### src/cfb_ram.sv
// ----------------------------------------------------------------------------
// cfb_ram
// Generic single-port-write, single-port-read RAM with registered read.
// ----------------------------------------------------------------------------
`default_nettype none

module cfb_ram #(
  parameter int WIDTH = 128,
  parameter int DEPTH = 15,
  parameter int AW    = $clog2(DEPTH)
) (
  input  wire logic             clk,
  input  wire logic             we,
  input  wire logic [AW-1:0]    waddr,
  input  wire logic [WIDTH-1:0] wdata,
  input  wire logic [AW-1:0]    raddr,
  output logic      [WIDTH-1:0] rdata
);

  logic [WIDTH-1:0] mem [DEPTH];

  always_ff @(posedge clk) begin
    if (we) begin
      mem[waddr] <= wdata;
    end
    rdata <= mem[raddr];
  end

endmodule

`default_nettype wire

### config.mk
export PLATFORM = sky130hd
export DESIGN_NAME = cfb_ram
export DESIGN_NICKNAME = d
export VERILOG_FILES = /design/src/cfb_ram.sv
export SDC_FILE = /design/constraint.sdc
export NUM_CORES = 2
export LEC_CHECK = 0
export BUFFER_PORTS_ARGS = -buffer_cell sky130_fd_sc_hd__clkbuf_2
export CAP_MARGIN = 20
export CORE_MARGIN = 2
export CORE_UTILIZATION = 33
export CTS_CLUSTER_SIZE = 28
export DETAILED_ROUTE_END_ITERATION = 8
export PLACE_DENSITY = 0.5
export REMOVE_ABC_BUFFERS = 1
export SYNTH_ARGS = -nofsm -noshare
export SYNTH_HDL_FRONTEND = slang
export SYNTH_SLANG_ARGS = --single-unit
### constraint.sdc
create_clock -name clk -period 33.8 [get_ports clk]
set_input_delay 3.38 -clock clk [delete_from_list [all_inputs] [get_ports clk]]
set_output_delay 3.38 -clock clk [all_outputs]
set_load 0.05 [all_outputs]
---- After elaboration in Yosys (flattened, before gate mapping) ----
Memory sizes are Yosys's and may differ from the RTL's. A register that Yosys moved wholly into a read port is not among the register bits.
Cells that the tools add are included.
W data, S select, Z words.
word-level totals
  bits of input ports ..................... 138
  register bits after elaboration ......... 0
  memories ................................ 1
  RAM bits ................................ 1920
  output and inout bits ................... 128
memory list
  name  depth  bits a word  read ports  clocked after Yosys merged registers in  wr ports  line  RTL
  mem   15     128          1           1                                        1         20    logic [WIDTH-1:0] mem [DEPTH];
cells by class
  muxes and demuxes ....................... 2
operators with widths
  kind     count
  $mux W1  2

---- Logic depth before layout (Yosys ltp) ----
  depth in word-level cells ............... 2
  gate-level depth with buffers ........... 8

---- Worst setup path before layout ----
OpenSTA, ideal clock, no wires.
  kind .................................... input-to-reg
  from .................................... in waddr[2]
  to ...................................... mem mem[0][0], enable pin
  library setup time ...................... 0.774 ns
  path slack .............................. 20.493 ns
  arrival time ............................ 12.533 ns
  required time ........................... 33.026 ns
  stages on the path ...................... 2
  buffers on the path ..................... 0
  path through ............................ or3b_2 > nor3_1
RTL lines
  item         line  RTL
  from (decl)  14    input wire logic [AW-1:0] waddr,
  to (decl)    20
Straight into the memory's write port.

==> metrics.txt <==
status=complete, no violations; headroom to the max-slew limit=23.1%; Worst Tran Pin Value=around 1.2 ns; Clk pin slew, worst setup/hold paths=roughly 0.06 ns; final setup fails=0; gr ovfl total=0; number of detailed-route iterations in the first pass=7; FP Rows=~180; # IOs=266; drt first-iter violations=3029; # fillers=between 20000 and 25000; # resized after CTS=0; Worst-Skew Late Latency=between 0.8 and 0.9 ns; CTS tree=built; Total Wirelength=approximately 200000 um; post-synthesis register bit count=around 2000; CP max FO=64; dpl hpwl=~99000 um; Sw Share=between 20% and 30%; count of input and output buffers=approximately 270; Crit. End Element=flip-flop; remaining antenna violation count=0; synth unique cells=31; Critical Path AT=about 7.3 ns; max capacitance violation total=0; DRC Markers=0; Seq/Total Area, Yosys=between 70% and 80%; Final GP Congestion=between 0.6 and 0.7; syn_area_per_cell=roughly 21 um^2; Die ar.=0.233 mm^2; Seq pwr share=52.3%; PwrDens=62.7 mW/mm^2; number of vias per cell=approximately 5; Worst EP required=between 30 and 40 ns; post-synthesis async set-or-reset flop share=0%; NetSw=between 0.001 and 0.0015 W; number of synthesized flops with an enable pin=between 1500 and 2000; CP max-delay cell=buf_4; WHS Path Cells=2; fraction of layout cells with a size suffix above 1=between 20% and 30%; Core Region=0.228 mm^2; setup ws final=between 20 and 30 ns; Core Util, Final=38.3%; Hold Vio Cnt, Final=0; die extent in x=roughly 480 um; Clk network pwr share=41.9%; Synth Instances=roughly 3700; overall die height=just under 500 um; Ys Warns=0; fmax=152 MHz; maximum clock path buffer count=3; Wirelength per Cell=around 28 um; Cell Int Power=0.00424 W; Synth Flop Type=edfxtp_1; Post-CTS Setup Repair Bufs=0; cell area after layout=between 0.08 and 0.09 mm^2; most common cell after layout, fill and taps aside=edfxtp_1; most frequent cells in the layout=edfxtp_1, mux2i_1, mux4_2; TritonCTS buffer count=between 200 and 250; WS Path Type=in -> reg; part of the cycle the worst path needs=19.5%; Hold Buf Count CTS=0; Hold Path Class=reg -> reg; RSZ-0062 raised after global routing=no; first-pass GRT wire length=285000 um; R2R depth=3; Place WS=approximately 26 ns; Clock H-tree levels=4; Slew Limit Fails=0; leakage power=between 20 and 30 nW; clock skew=0.0721 ns; placed cell area=a little over 0.08 mm^2; VDD IR-drop max=about 44 uV; fin crit period=6.59 ns; CTS Root Cell=clkbuf_16; Setup crit start kind=input pin; mapped cell area=0.0757 mm^2; CP most frequent cell=buf_4; total negative setup slack=0 ns; Layout area overhead=15.4%; CP cell instances=buf_8, buf_4, buf_4, buf_4, mux4_2, a22oi_1, o21ai_1; Pwr Total=~0.0055 W; vias=about 37000; initial antenna violation count=between 40 and 50; Final #Nets=roughly 4200; vias in the first global route=about 37000; Starting Density=about 33%; Gate power share=5.9%; CTS sink cnt=~2000; pin count of the biggest net entering global routing=roughly 110; Total Routing Usage GR=17.1%; Crit path largest cell delay=0.84 ns
==> path summary, 6_finish.rpt <==
path	start	to	slack (ns)
setup / recovery	raddr[0]	rdata[98]	27.21
hold / removal	mem[14][87]	rdata[87]	0.55
setup reg to reg	mem[7][118]	rdata[118]	32.33
hold reg to reg	mem[14][87]	rdata[87]	0.55
==> stage by stage <==
stage,std cells,hold WS (ns)
after global routing,7242,0.567
after detailed placement,6829,0.543
final,7244,0.548
after global placement,6829,0.546
after CTS,7238,0.557
after floorplan,3475,0.520
==> power groups by stage <==
stage / clock network [W] / registers (W) / logic [W]
finish: 0.00229 / 0.00286 / 0.000321
detailed placement: 0 / 0.00292 / 0.000328
CTS: 0.00235 / 0.00287 / 0.000328
floorplan: 0 / 0.00297 / 0.000112
global placement: 0 / 0.00292 / 0.000325
global route: 0.00244 / 0.00287 / 0.000345
==> state kept, by name (all words and copies together), names as in the netlist <==
register  cells
rdata       128
mem        1920
==> per-layer routing <==
layer / track usage, % / part of all wire (%) / up-vias
met2: 28.9 / 50 / 873
met3: 2.96 / 4.6 / 311
li1: - / - / 15800
met4: 3.68 / 1.8 / 32
met5: 0 / 0.093 / -
met1: 23.2 / 44 / 19700
==> cell usage after synthesis, types with 2 or more instances <==
cell | number | area [um^2]
o21ai_0 | 13 | 65.1
a22oi_1 | 128 | 961
nor3_1 | 4 | 20.0
nor2_1 | 31 | 116
a31oi_1 | 116 | 726
o211ai_1 | 12 | 90.1
buf_2 | 55 | 275
nand2b_1 | 122 | 763
buf_6 | 22 | 248
nand2_1 | 130 | 488
mux4_2 | 268 | 6040
nand3b_1 | 2 | 15.0
buf_4 | 50 | 375
a21oi_1 | 12 | 60.1
o22ai_1 | 116 | 726
dfxtp_1 | 128 | 2560
o21ai_1 | 103 | 515
edfxtp_1 | 1920 | 57700
buf_1 | 11 | 41.3
mux2i_1 | 360 | 3600
clkbuf_1 | 69 | 259
==> worst max-delay path, delay by kind of cell <==
kind / cells / cell delay [ns]
muxes: 1 / 0.60
buffers and inverters: 4 / 2.76
AOI/OAI and AO/OA: 2 / 0.29
==> cells by family after synthesis <==
group | after synthesis | synth area share (%)
flip-flops | 2048 | 79.6
buffers and inverters | 210 | 1.60
multiplexers | 628 | 12.7
AO/OA/AOI/OAI | 500 | 4.15
AND/OR/NAND/NOR | 296 | 1.92
==> area by class of cell <==
cell class / instances / area [um^2] / area share, %
Antenna cell: 5 / 12.5 / 0.0143
Clock buffer: 305 / 5940 / 6.81
Clock inverter: 104 / 947 / 1.08
Inverter: 3 / 21.3 / 0.0244
Multi-Input combinational cell: 1424 / 14400 / 16.5
Sequential cell: 2048 / 60200 / 69.0
Tap cell: 3009 / 3760 / 4.31
Timing Repair Buffer: 346 / 2050 / 2.35
Note: power is estimated with default switching activity, not from simulation.
